**config.mk**
```make
export PLATFORM = sky130hd
export DESIGN_NAME = line_command_keyword_decoder
export DESIGN_NICKNAME = d
export VERILOG_FILES = /design/src/hdl/lckd_pkg.sv /design/src/hdl/line_command_keyword_decoder.sv /design/src/hdl/lckd_fifo.sv /design/src/hdl/lckd_front.sv /design/src/hdl/lckd_back.sv
export VERILOG_INCLUDE_DIRS = /design/src /design/src/hdl
export SDC_FILE = /design/constraint.sdc
export NUM_CORES = 1
export LEC_CHECK = 0
export BUFFER_PORTS_ARGS = -buffer_cell sky130_fd_sc_hd__buf_2
export CAP_MARGIN = 10
export CORE_MARGIN = 2
export CORE_UTILIZATION = 65
export DETAILED_ROUTE_END_ITERATION = 10
export PLACE_DENSITY = 0.88
export SYNTH_ARGS = -nofsm -noshare
export SYNTH_HDL_FRONTEND = slang
export SYNTH_SLANG_ARGS = --single-unit
export TNS_END_PERCENT = 100
```
**constraint.sdc**
```tcl
create_clock -name clk_i -period 4.4 [get_ports clk_i]
set_clock_uncertainty 0.15 [all_clocks]
set_input_delay 0.88 -clock clk_i [delete_from_list [all_inputs] [get_ports clk_i]]
set_output_delay 0.88 -clock clk_i [all_outputs]
set_load 0.01 [all_outputs]
```
**src/hdl/line_command_keyword_decoder_defines.svh**
```systemverilog
// Assertion macros shared by the line command keyword decoder modules.
// Needs clk_i and rst_ni in the scope of the module that uses them.
`ifndef LINE_COMMAND_KEYWORD_DECODER_DEFINES_SVH
`define LINE_COMMAND_KEYWORD_DECODER_DEFINES_SVH

// Expression holds at every clock edge out of reset.
`define LCKD_ASSERT_HOLDS(label, expr) \
  label: assert property (@(posedge clk_i) disable iff (!rst_ni) (expr)) \
    else $error("lckd assertion failed");

// Consequent holds in the same cycle as the antecedent.
`define LCKD_ASSERT_SAME(label, ante, cons) \
  label: assert property (@(posedge clk_i) disable iff (!rst_ni) (ante) |-> (cons)) \
    else $error("lckd assertion failed");

// Consequent holds in the cycle after the antecedent.
`define LCKD_ASSERT_NEXT(label, ante, cons) \
  label: assert property (@(posedge clk_i) disable iff (!rst_ni) (ante) |=> (cons)) \
    else $error("lckd assertion failed");

`endif

```
**src/hdl/lckd_pkg.sv**
```systemverilog
// Types and constants of the line command keyword decoder.
// No dependencies; imported by every module of the block but lckd_fifo.
package lckd_pkg;

  // Character classes produced by the front classifier
  typedef enum logic [3:0] {
    SYM_OTHER,
    SYM_ZERO,
    SYM_TERM,
    SYM_A,
    SYM_B,
    SYM_D,
    SYM_E,
    SYM_L,
    SYM_O,
    SYM_P,
    SYM_R,
    SYM_S,
    SYM_T,
    SYM_U
  } sym_e;

  typedef enum logic [2:0] {
    ACT_NONE       = 3'd0,
    ACT_BOOTLOADER = 3'd1,
    ACT_APP        = 3'd2,
    ACT_RESET      = 3'd3,
    ACT_STATUS     = 3'd4,
    ACT_UNKNOWN    = 3'd5
  } action_e;

  localparam logic [7:0] CHAR_CR  = 8'h0D;
  localparam logic [7:0] CHAR_LF  = 8'h0A;
  localparam logic [7:0] CHAR_NUL = 8'h00;

  localparam int KW_COUNT = 4;
  localparam int KW_MAX   = 10;
  localparam int KW_POS_W = 4;

  // Keyword spelling as symbol codes, padded past the keyword length
  localparam sym_e KW_SYM [KW_COUNT][KW_MAX] = '{
    '{SYM_B, SYM_O, SYM_O, SYM_T, SYM_L, SYM_O, SYM_A, SYM_D, SYM_E, SYM_R},
    '{SYM_A, SYM_P, SYM_P, SYM_OTHER, SYM_OTHER, SYM_OTHER, SYM_OTHER,
      SYM_OTHER, SYM_OTHER, SYM_OTHER},
    '{SYM_R, SYM_E, SYM_S, SYM_E, SYM_T, SYM_OTHER, SYM_OTHER, SYM_OTHER,
      SYM_OTHER, SYM_OTHER},
    '{SYM_S, SYM_T, SYM_A, SYM_T, SYM_U, SYM_S, SYM_OTHER, SYM_OTHER,
      SYM_OTHER, SYM_OTHER}
  };

  localparam logic [KW_POS_W-1:0] KW_LEN [KW_COUNT] = '{4'd10, 4'd3, 4'd5, 4'd6};

  localparam action_e KW_ACT [KW_COUNT] = '{
    ACT_BOOTLOADER, ACT_APP, ACT_RESET, ACT_STATUS
  };

  // Word between front and back
  typedef struct packed {
    sym_e sym;
  } cmd_t;

  // Word between back and result queue
  typedef struct packed {
    action_e action;
    logic    overflow;
  } res_t;

  localparam int CMD_W = $bits(cmd_t);
  localparam int RES_W = $bits(res_t);

endpackage

```
**src/hdl/line_command_keyword_decoder.sv**
```systemverilog
// Top level of the line command keyword decoder.
// Depends on lckd_pkg, lckd_front, lckd_back and lckd_fifo.

// Collects control-channel bytes into a line of up to LINE_CAPACITY-1
// characters and, on CR or LF, reports whether the line reads BOOTLOADER,
// APP, RESET or STATUS (action 1..4), or is an unknown command (5). The
// line compares up to its first zero byte. An empty line gives action 0.
// Every accepted byte yields exactly one result word; a byte that would
// overfill the line clears it, is dropped, and flags overflow. Both sides
// behave as queues: push/full in, empty/pop out. One byte per clock is
// sustained while the result queue is popped; each byte goes from the front
// queue through the back stage, which writes its word into the result
// queue. The back stage updates the line length and a match flag per
// keyword each time it takes a byte. The characters themselves are not
// stored: the match flags carry all that the comparison needs.
module line_command_keyword_decoder #(
  parameter int LINE_CAPACITY = 32
) (
  input  logic       clk_i,
  input  logic       rst_ni,
  input  logic       push,
  output logic       full,
  input  logic [7:0] data_byte_i,
  output logic       empty,
  input  logic       pop,
  output logic [2:0] action_o,
  output logic       overflow_o
);
  import lckd_pkg::*;

  cmd_t             cmd;
  logic             cmd_empty;
  logic             cmd_pop;
  res_t             res_in;
  logic             res_push;
  logic             res_full;
  logic [RES_W-1:0] res_raw;
  res_t             res_out;

  // Front: classify byte, queue it
  lckd_front u_front (
    .clk_i       (clk_i),
    .rst_ni      (rst_ni),
    .push_i      (push),
    .data_byte_i (data_byte_i),
    .full_o      (full),
    .cmd_pop_i   (cmd_pop),
    .cmd_o       (cmd),
    .cmd_empty_o (cmd_empty)
  );

  // Back: line tracking and keyword decision
  lckd_back #(
    .LINE_CAPACITY (LINE_CAPACITY)
  ) u_back (
    .clk_i       (clk_i),
    .rst_ni      (rst_ni),
    .cmd_i       (cmd),
    .cmd_empty_i (cmd_empty),
    .cmd_pop_o   (cmd_pop),
    .res_o       (res_in),
    .res_push_o  (res_push),
    .res_full_i  (res_full)
  );

  // Result queue decouples the back from the consumer
  lckd_fifo #(
    .WIDTH (RES_W),
    .DEPTH (2)
  ) u_res_fifo (
    .clk_i   (clk_i),
    .rst_ni  (rst_ni),
    .push_i  (res_push),
    .wdata_i (res_in),
    .full_o  (res_full),
    .pop_i   (pop),
    .rdata_o (res_raw),
    .empty_o (empty)
  );

  assign res_out    = res_t'(res_raw);
  assign action_o   = res_out.action;
  assign overflow_o = res_out.overflow;

endmodule

```
**src/hdl/lckd_fifo.sv**
```systemverilog
// Small register queue used between the decoder stages.
// No package dependency; DEPTH must be a power of two, at least 2.
module lckd_fifo #(
  parameter int WIDTH = 4,
  parameter int DEPTH = 2
) (
  input  logic             clk_i,
  input  logic             rst_ni,
  input  logic             push_i,
  input  logic [WIDTH-1:0] wdata_i,
  output logic             full_o,
  input  logic             pop_i,
  output logic [WIDTH-1:0] rdata_o,
  output logic             empty_o
);

  localparam int PTR_W = $clog2(DEPTH);
  localparam int CNT_W = $clog2(DEPTH + 1);

  logic [WIDTH-1:0] mem_q [DEPTH];
  logic [PTR_W-1:0] wptr_q, wptr_d;
  logic [PTR_W-1:0] rptr_q, rptr_d;
  logic [CNT_W-1:0] cnt_q, cnt_d;
  logic             do_push, do_pop;

  assign full_o  = (cnt_q == CNT_W'(DEPTH));
  assign empty_o = (cnt_q == '0);
  assign do_push = push_i && !full_o;
  assign do_pop  = pop_i && !empty_o;
  assign rdata_o = mem_q[rptr_q];

  always_comb begin
    wptr_d = wptr_q + PTR_W'(do_push);
    rptr_d = rptr_q + PTR_W'(do_pop);
    cnt_d  = cnt_q + CNT_W'(do_push) - CNT_W'(do_pop);
  end

  always_ff @(posedge clk_i or negedge rst_ni) begin
    if (!rst_ni) begin
      wptr_q <= '0;
      rptr_q <= '0;
      cnt_q  <= '0;
    end else begin
      wptr_q <= wptr_d;
      rptr_q <= rptr_d;
      cnt_q  <= cnt_d;
    end
  end

  always_ff @(posedge clk_i) begin
    if (do_push) begin
      mem_q[wptr_q] <= wdata_i;
    end
  end

endmodule

```
**src/hdl/lckd_front.sv**
```systemverilog
// Front of the decoder: classifies each received byte and queues it.
// Depends on lckd_pkg and lckd_fifo.
module lckd_front (
  input  logic               clk_i,
  input  logic               rst_ni,
  input  logic               push_i,
  input  logic [7:0]         data_byte_i,
  output logic               full_o,
  input  logic               cmd_pop_i,
  output lckd_pkg::cmd_t     cmd_o,
  output logic               cmd_empty_o
);
  import lckd_pkg::*;

  cmd_t             cls;
  logic [CMD_W-1:0] cmd_raw;

  always_comb begin
    case (data_byte_i)
      CHAR_CR, CHAR_LF: cls.sym = SYM_TERM;
      CHAR_NUL:         cls.sym = SYM_ZERO;
      "A":              cls.sym = SYM_A;
      "B":              cls.sym = SYM_B;
      "D":              cls.sym = SYM_D;
      "E":              cls.sym = SYM_E;
      "L":              cls.sym = SYM_L;
      "O":              cls.sym = SYM_O;
      "P":              cls.sym = SYM_P;
      "R":              cls.sym = SYM_R;
      "S":              cls.sym = SYM_S;
      "T":              cls.sym = SYM_T;
      "U":              cls.sym = SYM_U;
      default:          cls.sym = SYM_OTHER;
    endcase
  end

  lckd_fifo #(
    .WIDTH (CMD_W),
    .DEPTH (2)
  ) u_cmd_fifo (
    .clk_i   (clk_i),
    .rst_ni  (rst_ni),
    .push_i  (push_i),
    .wdata_i (cls),
    .full_o  (full_o),
    .pop_i   (cmd_pop_i),
    .rdata_o (cmd_raw),
    .empty_o (cmd_empty_o)
  );

  assign cmd_o = cmd_t'(cmd_raw);

endmodule

```
**src/hdl/lckd_back.sv**
```systemverilog
// Back of the decoder: tracks line length and per-keyword match state,
// and produces one result word per byte. Depends on lckd_pkg.
`include "line_command_keyword_decoder_defines.svh"

module lckd_back #(
  parameter int LINE_CAPACITY = 32
) (
  input  logic           clk_i,
  input  logic           rst_ni,
  input  lckd_pkg::cmd_t cmd_i,
  input  logic           cmd_empty_i,
  output logic           cmd_pop_o,
  output lckd_pkg::res_t res_o,
  output logic           res_push_o,
  input  logic           res_full_i
);
  import lckd_pkg::*;

  localparam int DEPTH = LINE_CAPACITY - 1;
  localparam int LEN_W = $clog2(LINE_CAPACITY);

  logic [LEN_W-1:0]    len_q, len_d;
  // ok_q[k]: stored prefix agrees with keyword k, and the byte just past
  // the keyword (if stored) is a zero that ends the line
  logic [KW_COUNT-1:0] ok_q, ok_d;
  logic [KW_COUNT-1:0] hit;
  logic                fire;

  assign fire       = !cmd_empty_i && !res_full_i;
  assign cmd_pop_o  = fire;
  assign res_push_o = fire;

  always_comb begin
    for (int k = 0; k < KW_COUNT; k++) begin
      hit[k] = ok_q[k] && (len_q >= LEN_W'(KW_LEN[k]));
    end
  end

  always_comb begin
    len_d        = len_q;
    ok_d         = ok_q;
    res_o.action = ACT_NONE;
    res_o.overflow = 1'b0;
    if (cmd_i.sym == SYM_TERM) begin
      if (len_q != '0) begin
        res_o.action = ACT_UNKNOWN;
        for (int k = KW_COUNT - 1; k >= 0; k--) begin
          if (hit[k]) res_o.action = KW_ACT[k];
        end
        len_d = '0;
        ok_d  = '1;
      end
    end else if (len_q < LEN_W'(DEPTH)) begin
      for (int k = 0; k < KW_COUNT; k++) begin
        if (len_q < LEN_W'(KW_LEN[k])) begin
          ok_d[k] = ok_q[k] && (cmd_i.sym == KW_SYM[k][len_q[KW_POS_W-1:0]]);
        end else if (len_q == LEN_W'(KW_LEN[k])) begin
          ok_d[k] = ok_q[k] && (cmd_i.sym == SYM_ZERO);
        end
      end
      len_d = len_q + LEN_W'(1);
    end else begin
      len_d          = '0;
      ok_d           = '1;
      res_o.overflow = 1'b1;
    end
  end

  always_ff @(posedge clk_i or negedge rst_ni) begin
    if (!rst_ni) begin
      len_q <= '0;
      ok_q  <= '1;
    end else if (fire) begin
      len_q <= len_d;
      ok_q  <= ok_d;
    end
  end

  // Line never grows past the store depth
  `LCKD_ASSERT_HOLDS(a_len_bound, len_q <= LEN_W'(DEPTH))
  // An overflow result always restarts the line
  `LCKD_ASSERT_NEXT(a_ovf_clears, fire && res_o.overflow, len_q == '0 && ok_q == '1)
  // A decoded action only comes from a terminator
  `LCKD_ASSERT_SAME(a_act_on_term, fire && res_o.action != ACT_NONE,
                    cmd_i.sym == SYM_TERM && !res_o.overflow)
  // At most one keyword can match a given line
  `LCKD_ASSERT_SAME(a_one_hit, fire && cmd_i.sym == SYM_TERM, $onehot0(hit))

endmodule

```
; Yosys cells after proc, flatten, opt, wreduce, memory -nomap -nowiden
; Memories as Yosys holds them, arrays and structs flattened.
; Index checks and enable logic that the tools add are counted.
; Widths: inputs -> output; s select.
[classes]
muxes = 35
reduce_logical = 31
n_bitwise = 1
magnitude_cmp = 10
n_addsub = 9
eq_ne = 30
[op_table]
columns = op, count
row1 = $eq 8x7->1 const B, 11
row2 = $pmux 4 s13, 1
row3 = $mux 4, 11
row4 = $logic_and 1x1->1, 17
row5 = $eq 4x4->1, 4
row6 = $eq 8x4->1 const B, 2
row7 = $ne 4x3->1 const B, 4
row8 = $mux 1, 15
row9 = $mux 3, 5
row10 = $mux 5, 3
row11 = $reduce_and 3->1, 4
row12 = $eq 5x3->1 const B, 2
row13 = $ge 5x3->1 const B, 2
row14 = $lt 5x3->1 const B, 2
row15 = $logic_not 8->1, 1
row16 = $add 5x1->5 const B, 1
row17 = $eq 5x2->1 const B, 1
row18 = $eq 5x4->1 const B, 1
row19 = $ge 5x2->1 const B, 1
row20 = $ge 5x4->1 const B, 1
row21 = $ge 5x5->1 const B, 1
row22 = $lt 5x2->1 const B, 1
row23 = $lt 5x4->1 const B, 1
row24 = $lt 5x5->1 const B, 1
row25 = other kinds (13), 23
[word_totals]
memories = 6
ff_bits = 17
ramBits = 16
rom_bits = 256
inputBits = 12
[mem_list]
columns = memory, depth, width, rd, rd_ports_with_merged_regs, write_ports, line
row1 = (name not given), 16, 4, 1, 0, 0, lckd_back.sv:56  ; ok_d[k] = ok_q[k] && (cmd_i.sym == KW_SYM[k][len_q[KW_POS_W-1:0]]);
row2 = (name not given), 16, 4, 1, 0, 0, lckd_back.sv:56
row3 = (name not given), 16, 4, 1, 0, 0, lckd_back.sv:56
row4 = (name not given), 16, 4, 1, 0, 0, lckd_back.sv:56
row5 = u_front.u_cmd_fifo.mem_q, 2, 4, 1, 0, 1, lckd_fifo.sv:20  ; logic [WIDTH-1:0] mem_q [DEPTH];
row6 = u_res_fifo.mem_q, 2, 4, 1, 0, 1, lckd_fifo.sv:20

; Logic depth before layout (Yosys ltp)
; Gate-level depths: netlist of the first run.
[depth]
ltp_word = 9
mapped_depth = 8
mapped_depth_nobuf = 8

; By module
; Synthesis of the first run repeated with hierarchy kept, for this count alone.
[unflattened]
hier_cells = 243
area_unflattened_um2 = 2343.5
[by_module_without_submodules]
columns = module, area_each_um2, cells_each, instances
row1 = lckd_back, 1124.8, 145, 1
row2 = lckd_fifo, 505.5, 32, 2
row3 = lckd_front, 207.7, 34, 1

; Worst setup path after synthesis of the first run
; OpenSTA, ideal clock, no wires.
[synth_path]
path_type = register -> register
start = register u_back.len_q[0]
end = register u_back.ok_q[3]
period_less_slack_ps = 2171
path_slack_ps = 2229
path_stages_with_launch = 9
arrival_ps = 1937
path_buffers = 1
setup_time_ps = 83
cell_sequence = dfrtp_1 -> buf_2 -> inv_1 -> ha_1 -> nor3b_2 -> nand2b_1 -> o31a_1 -> o211a_1 -> a221o_1
[synth_between]
elab_chain_cells = 9
[synth_lines]
columns = item, line
row1 = start: declaration, lckd_back.sv:22  ; logic [LEN_W-1:0] len_q, len_d;
row2 = start signal: assignment, lckd_back.sv:74  ; len_q <= len_d;
row3 = $not 4->5 (implied by the code), lckd_back.sv:56
row4 = $mem_v2 16x4, -
row5 = $mux 4 (implied by the code) (2 in series), lckd_back.sv:56
row6 = $eq 4x4->1, lckd_back.sv:56
row7 = $logic_and 1x1->1, lckd_back.sv:56
row8 = $mux 1, lckd_back.sv:55  ; if (len_q < LEN_W'(KW_LEN[k])) begin
row9 = $mux 4, lckd_back.sv:53  ; end else if (len_q < LEN_W'(DEPTH)) begin
row10 = $mux 4, lckd_back.sv:44  ; if (cmd_i.sym == SYM_TERM) begin
row11 = end signal: assignment, lckd_back.sv:75  ; ok_q <= ok_d;
row12 = end: declaration, lckd_back.sv:25  ; logic [KW_COUNT-1:0] ok_q, ok_d;
; Parallel ways exist; a longest one is shown, timed or not. The select of a mux whose other input is x is not followed.
; A chain may end at the register's enable or synchronous reset.

; Worst setup path in the final report of the first run
; Ends and elaborated chain as after synthesis.

==> impl_metrics.ini, run 1 <==
[logic_synthesis]
synth_nets = 277
synth_cell_type_count = 64
async_flop_share = 0.515
ys_ff_latch = 33
ys_top_cells_by_area = edfxtp_1 (20%), dfrtp_1 (13%), ha_1 (7.6%), dfstp_2 (4.3%), xnor2_1 (4.3%)
yosys_warnings = 0
yosysSeqAreaShare = 0.371
synth_area_um2 = 2460
synth_area_leader_cell = edfxtp_1
synth_edf_count = 16
synth_ff_type = edfxtp_1
synthCells = 250
synth_top_area_frac = 0.196
syn-mean-instance-area_um2 = 9.82

[routing]
finalWirelength_mm = 5.16
first_pass_iters = 5
drtIter0Drc = 266
viasPerCell = 6.46
vias = 2014
drc = 0
wl_per_cell_um = 16.5
ant_nets = 0

[global_routing]
grt-ovfl-total = 0
grt_pass1_wl_mm = 8.61
antenna_found_initial = 0
grt_max_degree = 27
grt_pass1_vias = 1841
grt_use_total = 0.269

[flow_run]
max_cap_violations = 0

[die]
fp.coreArea_um2 = 3630
start_util = 0.676
die_w_um = 65.5
fp.dieH_um = 65.5
ioPinCount = 18
fp-row-count = 22
die_area_um2 = 4290

[sta]
period_needed_ns = 2.49
timing.final.crit_share = 0.566
hold_viol_final = 0
max_freq_mhz = 402
tightest_slew_ns = 0.804
final-max-slew-violation-count = 0
setup_tns_ns = 0
rsz0062_at_grt = no
setup_viol_count_final = 0
relSlewSlack = 0.464

[cts]
cts_resized = 0
numCtsBuffers = 5
cts_root_buf = clkbuf_8
post_cts_buffers = 0
clockBufferDepth = 2
clkSinkCount = 33
cts_tree = yes
cts.htree.levels = 2
cts_hold_buf = 0
clkTransAtPathRegs_ns = 0.07
clk_latency_ns = 0.29

[setup_path]
startpoint = u_back.len_q[0]$_DFFE_PN0P_
path_depth = 7
critical_path_required_ns = 4.46
cp-end-kind = flop
cp-start-kind = flop
slowest_stage = dfrtp_1
r2r-end = u_back.ok_q[3]$_DFFE_PN1P_
path_max_fanout = 17
crit_family = flip-flops
worst-setup-path-type = flop to flop
cp.arrival_ns = 2.55
crit_buf_inv = 1
reg2reg_setup_slack_ns = 1.91
reg2reg_depth = 7
slowest_delay_ns = 0.67
crit_end = u_back.ok_q[3]$_DFFE_PN1P_
path_cells = inv_1, ha_1, nor3b_2, nand2b_1, o31a_1, o21ai_0, a221o_1
r2r-start = u_back.len_q[0]$_DFFE_PN0P_

[layout]
utilization = 0.724
antenna_cells = 0
area_growth_pct = 7.13
nNetsFinal = 290
drive_gt1_frac = 0.167

[run_status]
status = completed

[pwr]
irDropWorstVdd_v = 0.000378
p_leak_nw = 1.07
power_per_cell_area_nw_per_um2 = 731

[placed_design]
dp_hpwl_mm = 3.87
port_buffers = 17
place_congestion = 0.874

[hold_path]
hold_path.class = input port to asynchronous set/reset pin
cell usage after synthesis, drive strengths merged (2+ instances only):
| master | count |
|---|---|
| a21oi | 18 |
| o21ai | 17 |
| edfxtp | 16 |
| inv | 16 |
| ha | 15 |
| nor2 | 14 |
| dfrtp | 13 |
| nand2 | 13 |
| xnor2 | 12 |
| nor2b | 9 |
| buf | 8 |
| nor3 | 8 |
| mux2i | 7 |
| o31ai | 7 |
| nand2b | 6 |
| mux2 | 5 |
| nor3b | 5 |
| and3b | 4 |
| dfstp | 4 |
| nand4 | 4 |
| and2 | 3 |
| clkbuf | 3 |
| o211ai | 3 |
| o22ai | 3 |
| o311ai | 3 |
| xor2 | 3 |
| a211oi | 2 |
| a22o | 2 |
| nand3 | 2 |
| nor4 | 2 |
| nor4b | 2 |
| o22a | 2 |
| or3 | 2 |
placed cells by master, fill, tap and decap left out, types with 4 or more instances in the layout:
cell | synthesis | layout
a21oi_1 | 17 | 17
and3b_1 | 4 | 4
buf_2 | 6 | 17
clkbuf_8 | 0 | 6
dfrtp_1 | 13 | 13
dfstp_2 | 4 | 4
edfxtp_1 | 16 | 16
ha_1 | 15 | 15
inv_1 | 16 | 16
mux2_2 | 4 | 4
mux2i_1 | 4 | 4
nand2_1 | 13 | 13
nand2b_1 | 6 | 6
nand4_1 | 4 | 4
nor2_1 | 12 | 12
nor2b_1 | 9 | 9
nor3_1 | 8 | 8
o21ai_0 | 11 | 11
o21ai_1 | 5 | 5
o31ai_1 | 6 | 6
xnor2_1 | 12 | 12
layer usage:
layer  up-vias  wire, um  GRT usage
met4         0        80     0.0729
met5         -         0          0
met3        10       303     0.0668
met1       968      2110      0.336
li1        950         -          -
met2        86      2670      0.463
cell families (layout without fill, tap and decap cells):
| logic type | after synthesis | after routing | share of synthesized area |
|---|---|---|---|
| compound gates | 68 | 68 | 0.188 |
| xor+xnor | 15 | 15 | 0.0535 |
| fa+ha+maj | 15 | 15 | 0.0764 |
| buf+inv | 27 | 41 | 0.0489 |
| flops | 33 | 33 | 0.371 |
| mux | 12 | 12 | 0.0647 |
| simple gates | 80 | 80 | 0.197 |
layout make-up:
cell class / instances / area (um^2)
fill: 274 / 1000
multi-input combinational: 190 / 1430
clock buffer: 8 / 90.1
inverter: 16 / 60.1
tap: 48 / 60.1
sequential: 33 / 911
timing repair buffer: 17 / 85.1
how the worst min path moves through the flow:
stage / to / depth (start not counted)
finish: u_back.len_q[3]$_DFFE_PN0P_ / 1
global route: u_front.u_cmd_fifo.cnt_q[0]$_DFF_PN0_ / 1
CTS: u_back.len_q[3]$_DFFE_PN0P_ / 1
detailed placement: u_front.u_cmd_fifo.cnt_q[0]$_DFF_PN0_ / 1
global placement: u_front.u_cmd_fifo.cnt_q[1]$_DFF_PN0_ / 1
floorplan: u_front.u_cmd_fifo.cnt_q[1]$_DFF_PN0_ / 1
state kept, by name, indices dropped and copies added, names as in the netlist:
signal / count
u_front.u_cmd_fifo.mem_q: 8
u_front.u_cmd_fifo.rptr_q: 1
u_res_fifo.rptr_q: 1
u_front.u_cmd_fifo.wptr_q: 1
u_res_fifo.mem_q: 8
u_front.u_cmd_fifo.cnt_q: 2
u_res_fifo.wptr_q: 1
u_back.len_q: 5
u_back.ok_q: 4
u_res_fifo.cnt_q: 2
per-stage QoR:
stage / hold WS, ns / instances / power, mW / instance area [um^2] / setup slack [ns]
global route: 0.373 / 312 / 2.07 / 2630 / 1.74
floorplan: 0.318 / 250 / 1.44 / 2460 / 2.23
global placement: 0.334 / 304 / 1.61 / 2540 / 2.07
finish: 0.351 / 312 / 1.92 / 2630 / 1.91
detailed placement: 0.352 / 304 / 1.68 / 2540 / 1.96
CTS: 0.363 / 312 / 1.92 / 2630 / 1.95
power by group:
part / switching (mW) / internal [mW] / total [mW]
Clock: 0.108 / 0.127 / 0.236
Sequential: 0.199 / 0.472 / 0.671
Combinational: 0.557 / 0.460 / 1.02
Total: 0.864 / 1.06 / 1.92
No activity file was read; power rests on OpenSTA's default activity.
==> run 2: changes to the inputs <==
--- a/config.mk
+++ b/config.mk
@@ -6,12 +6,13 @@
 export SDC_FILE = /design/constraint.sdc
 export NUM_CORES = 1
 export LEC_CHECK = 0
+export ABC_AREA = 1
 export BUFFER_PORTS_ARGS = -buffer_cell sky130_fd_sc_hd__buf_2
 export CAP_MARGIN = 10
 export CORE_MARGIN = 2
-export CORE_UTILIZATION = 65
+export CORE_UTILIZATION = 60
 export DETAILED_ROUTE_END_ITERATION = 10
-export PLACE_DENSITY = 0.88
+export PLACE_DENSITY = 0.82
 export SYNTH_ARGS = -nofsm -noshare
 export SYNTH_HDL_FRONTEND = slang
 export SYNTH_SLANG_ARGS = --single-unit
==> constraint.sdc (replaced) <==
create_clock -name clk_i -period 2.3 [get_ports clk_i]
set_clock_uncertainty 0.15 [all_clocks]
set_input_delay 0.46 -clock clk_i [delete_from_list [all_inputs] [get_ports clk_i]]
set_output_delay 0.46 -clock clk_i [all_outputs]
set_load 0.01 [all_outputs]
==> impl_metrics.ini, run 2 <==
[run_status]
status = completed

[cts]
cts_root_buf = clkbuf_8
cts.htree.levels = 2
clkSinkCount = 33
cts_tree = yes
cts_resized = 0
clk_latency_ns = 0.29
clkTransAtPathRegs_ns = 0.07
cts_hold_buf = 1
clockBufferDepth = 2
post_cts_buffers = 0
numCtsBuffers = 5

[logic_synthesis]
yosysSeqAreaShare = 0.370
ys_ff_latch = 33
synth_cell_type_count = 35
synth_ff_type = edfxtp_1
ys_top_cells_by_area = edfxtp_1 (20%), nand2_1 (16%), dfrtp_1 (13%), ha_1 (7.6%), inv_1 (6.3%)
netlist_top_cells_count = nand2_1 (103), inv_1 (41), nor2_1 (35), nand3_1 (26), edfxtp_1 (16)
syn-mean-instance-area_um2 = 7.37
synth_top_area_frac = 0.195
async_flop_share = 0.515
synth_area_um2 = 2460
synth_area_leader_cell = edfxtp_1
synth_nets = 361
yosys_warnings = 0
synth_edf_count = 16
synth_most_common_cell = nand2_1
synthCells = 334

[sta]
setup_viol_count_final = 0
rsz0062_at_grt = no
tightest_slew_ns = 0.406
setup_ws_ns = 0.377
relSlewSlack = 0.729
max_freq_mhz = 520
final-max-slew-violation-count = 0
setup_tns_ns = 0
hold_viol_final = 0
period_needed_ns = 1.92
timing.final.crit_share = 0.836

[routing]
wl_per_cell_um = 12.8
drc = 0
first_pass_iters = 5
vias = 2183
viasPerCell = 5.34
ant_nets = 0
finalWirelength_mm = 5.23
drtIter0Drc = 184

[global_routing]
grt_pass1_wl_mm = 8.63
grtUsageMet2 = 0.441
grt.met1_usage = 0.305
grt_use_total = 0.253
grt-ovfl-total = 0
grt_max_degree = 18
antenna_found_initial = 0
grt-busiest-layer = met2
met3_usage = 0.0510
grt_pass1_vias = 1958

[setup_path]
cp.arrival_ns = 1.80
cp-start-kind = flop
cp-end-kind = flop
path_max_fanout = 7
worst-setup-path-type = flop to flop
critical_path_required_ns = 2.17

[flow_run]
max_cap_violations = 0

[placed_design]
dpl_cell_area_um2 = 2600
place_ws_ns = 0.416
port_buffers = 17
dp_hpwl_mm = 4.13
place_congestion = 0.919
dp.cells = 400

[pwr]
p_leak_nw = 1.40
power_per_cell_area_nw_per_um2 = 1510
finalPower_mw = 4.10
irDropWorstVdd_v = 0.00107

[layout]
top_regs = u_front.u_cmd_fifo.mem_q x8, u_res_fifo.mem_q x8, u_back.len_q x5
final_cell_mix = nand2_1 (103), inv_1 (41), nor2_1 (35)
final_cells = 409
drive_gt1_frac = 0.164
antenna_cells = 0
area_growth_pct = 10.4
final_common_cell = nand2_1
nNetsFinal = 385
fillCellCount = 335
stdcell_area_um2 = 2720

[die]
ioPinCount = 18
fp-row-count = 23
start_util = 0.620
fp.coreArea_um2 = 3970
fp.dieH_um = 68.1
die_area_um2 = 4630
die_w_um = 68.1

[hold_path]
hold_path.class = flop to flop
## run 2: area by class of cell
cell class,count,area (um^2),area share
clock buffers,6,93.8,0.0345
clock inverters,2,16.3,0.00598
inverters,45,176,0.0649
multi-input cells,250,1330,0.488
flip-flops and latches,33,911,0.335
well taps,50,62.6,0.0230
repair buffers,23,133,0.0488
## run 2: layer usage
metal  vias up  part of all wire
li1       1107                 -
met2        70              0.49
met1       991              0.42
met5         -                 0
met3        15             0.056
met4         0             0.025
## run 2: kinds of logic (layout without fill, tap and decap cells)
kind of cell | after synthesis | count (layout) | synth area share
simple gates | 192 | 192 | 0.349
fa+ha+maj | 15 | 15 | 0.0762
xor+xnor | 10 | 10 | 0.0356
buf+inv | 51 | 76 | 0.0915
flops | 33 | 33 | 0.370
compound gates | 33 | 33 | 0.0783
## run 2: worst max-delay path: stages, from the launching register on
cell	delay, ns
dfrtp_1	0.47
buf_4	0.20
nand2_1	0.05
nand2_1	0.10
inv_1	0.09
nand2_1	0.08
o21ai_1	0.23
nand3_1	0.11
nand2_1	0.10
a21oi_1	0.09
## run 2: power breakdown
| group | switching [mW] | internal [mW] | total (mW) |
|---|---|---|---|
| logic | 1.58 | 0.867 | 2.45 |
| registers | 0.223 | 0.932 | 1.15 |
| clock network | 0.221 | 0.280 | 0.501 |
## run 2: through the flow
stage	util	hold slack, ns
final	0.685	0.318
after global placement	0.654	0.256
after CTS	0.685	0.322
after floorplan	-	0.0144
after detailed placement	0.654	0.259
after global routing	0.685	0.356
## run 2: final timing paths
| kind | from | slack [ns] | cells after the start | to |
|---|---|---|---|---|
| worst min register to register | u_back.ok_q[2]$_DFFE_PN1P_ | 0.32 | 2 | u_back.ok_q[2]$_DFFE_PN1P_ |
| worst min-delay path | u_back.ok_q[2]$_DFFE_PN1P_ | 0.32 | 2 | u_back.ok_q[2]$_DFFE_PN1P_ |
| min in group asynchronous | rst_ni | 0.48 | 2 | u_back.len_q[0]$_DFFE_PN0P_ |
| max in group asynchronous | rst_ni | 1.20 | 2 | u_back.ok_q[0]$_DFFE_PN1P_ |
| worst max-delay path | u_back.len_q[1]$_DFFE_PN0P_ | 0.38 | 9 | u_res_fifo.mem_q[0][1]$_DFFE_PP_ |
| worst max register to register | u_back.len_q[1]$_DFFE_PN0P_ | 0.38 | 9 | u_res_fifo.mem_q[0][1]$_DFFE_PP_ |
==> run 3: changes to the inputs <==
==> constraint.sdc (replaced) <==
create_clock -name clk_i -period 1.8 [get_ports clk_i]
set_clock_uncertainty 0.15 [all_clocks]
set_input_delay 0.36 -clock clk_i [delete_from_list [all_inputs] [get_ports clk_i]]
set_output_delay 0.36 -clock clk_i [all_outputs]
set_load 0.01 [all_outputs]
==> impl_metrics.ini, run 3 (synthesized netlist as in run 2, its figures left out) <==
[sta]
rsz0062_at_grt = yes
period_needed_ns = 1.72
hold_viol_final = 0
relSlewSlack = 0.729
max_freq_mhz = 582
timing.final.crit_share = 0.955
final-max-slew-violation-count = 0
setup_viol_count_final = 0
tightest_slew_ns = 0.406
hold_ws_ns = 0.308

[routing]
top_layer = met4
route.met2.wl_mm = 2.79
wl_met1_mm = 2.39
viasPerCell = 5.40
vias = 2272
drtIter0Drc = 264
first_pass_iters = 7
wl_per_cell_um = 13.3
finalWirelength_mm = 5.61
wl_met3_um = 271
ant_nets = 0
drc = 0

[global_routing]
antenna_found_initial = 0
grt_max_degree = 18
grt-ovfl-total = 0
grt_pass1_wl_mm = 8.95
grt_use_total = 0.263
grt_pass1_vias = 2038

[pwr]
irDropWorstVdd_v = 0.00118
p_leak_nw = 1.44
power_per_cell_area_nw_per_um2 = 1960

[setup_path]
cp.arrival_ns = 1.62
reg2reg_setup_slack_ns = 0.08
worst-setup-path-type = flop to flop
slowest_delay_ns = 0.41
cp-start-kind = flop
slowest_stage = dfrtp_1
path_cells = inv_2, ha_1, nand2_2, nor3_4, o21ai_4, buf_4, nand2_1, nor2_2
cp-end-kind = flop
r2r-end = u_res_fifo.mem_q[0][3]$_DFFE_PP_
path_max_fanout = 5
critical_path_required_ns = 1.71
reg2reg_depth = 8
r2r-start = u_back.len_q[1]$_DFFE_PN0P_

[cts]
clk_latency_ns = 0.30
cts_tree = yes
clockBufferDepth = 2
numCtsBuffers = 5
cts_root_buf = clkbuf_8
clkTransAtPathRegs_ns = 0.07
cts.htree.levels = 2
clkSinkCount = 33

[layout]
top_regs = u_front.u_cmd_fifo.mem_q x8, u_res_fifo.mem_q x8, u_back.len_q x5
nNetsFinal = 397
stdcell_area_um2 = 2870
area_growth_pct = 16.4
fillCellCount = 304
final_cell_mix = nand2_1 (101), inv_1 (35), nor2_1 (33)
drive_gt1_frac = 0.245
final_common_cell = nand2_1
antenna_cells = 0
multi_input_area_um2 = 1390
utilization = 0.721
register_area_um2 = 915

[die]
die_w_um = 68.1
die_area_um2 = 4630
ioPinCount = 18
fp-row-count = 23
start_util = 0.620
fp.coreArea_um2 = 3970
fp.dieH_um = 68.1

[hold_path]
worstHoldStart = pop
hold_path.class = input port to flop
hold_path_end = u_res_fifo.rptr_q$_DFF_PN0_
hold_path_depth = 4

[run_status]
status = completed

[placed_design]
port_buffers = 17
dpl_cell_area_um2 = 2670
dp_hpwl_mm = 4.23
place_congestion = 0.931

[flow_run]
max_cap_violations = 0
run 3: cell count changes in the layout (fill, tap and decap cells not counted), moves of 3 or more:
cell     before  now
buf_4         5   15
inv_1        41   35
inv_2         2    6
dfrtp_1      13   10
dfrtp_2       0    3
o21ai_0      12    9
run 3: area by class of cell:
cell class / instances / area share
clock buffers: 5 / 0.0240
clock inverters: 3 / 0.00786
inverters: 45 / 0.0633
multi-input cells: 250 / 0.486
flip-flops and latches: 33 / 0.319
well taps: 50 / 0.0218
repair buffers: 35 / 0.0782
run 3: timing repair:
item | CTS | global route
setup buffers | 0 | 3
hold buffers | 1 | 0
pin swaps | 0 | 2
hold endpoints to repair | 13 | 0
endpoints found under the setup margin | 9 | 15
resized for setup | 3 | 26
run 3: layer usage:
metal | track usage | up-vias
met5 | 0 | -
met4 | 0.105 | 0
met3 | 0.0526 | 17
met2 | 0.459 | 94
met1 | 0.317 | 1023
li1 | - | 1138
run 3: where the power goes:
group,internal (mW),switching (mW),total (mW)
clock network,0.271,0.287,0.557
logic,1.34,2.26,3.60
registers,1.20,0.259,1.46
total,2.81,2.80,5.61
run 3: worst max path at each step:
stage | slack (ns) | endpoint | from
after floorplan | 0.05 | u_res_fifo.mem_q[0][2]$_DFFE_PP_ | u_back.len_q[0]$_DFFE_PN0P_
after global placement | -0.07 | u_res_fifo.mem_q[1][1]$_DFFE_PP_ | u_back.len_q[2]$_DFFE_PN0P_
after detailed placement | -0.06 | u_res_fifo.mem_q[1][1]$_DFFE_PP_ | u_back.len_q[2]$_DFFE_PN0P_
after CTS | 0.002 | u_res_fifo.mem_q[1][1]$_DFFE_PP_ | u_back.len_q[2]$_DFFE_PN0P_
after global routing | -0.03 | u_res_fifo.mem_q[1][1]$_DFFE_PP_ | u_back.len_q[3]$_DFFE_PN0P_
final | 0.08 | u_res_fifo.mem_q[0][3]$_DFFE_PP_ | u_back.len_q[1]$_DFFE_PN0P_
run 3: metrics by stage:
step	TNS [ns]	setup slack [ns]	cells	power (mW)
CTS	0	0.00203	418	5.33
detailed placement	-0.196	-0.0618	409	4.74
floorplan	0	0.0466	334	3.85
global route	-0.0895	-0.0278	421	6.09
global placement	-0.217	-0.0656	409	4.63
finish	0	0.0811	421	5.61
run 3: worst max-delay path: cells and delay by family, from the launching register on:
family / cells / cell delay [ns]
adders and majority gates: 1 / 0.20
buffers and inverters: 2 / 0.27
DFF: 1 / 0.41
and+or+nand+nor: 4 / 0.37
AOI/OAI and AO/OA: 1 / 0.08
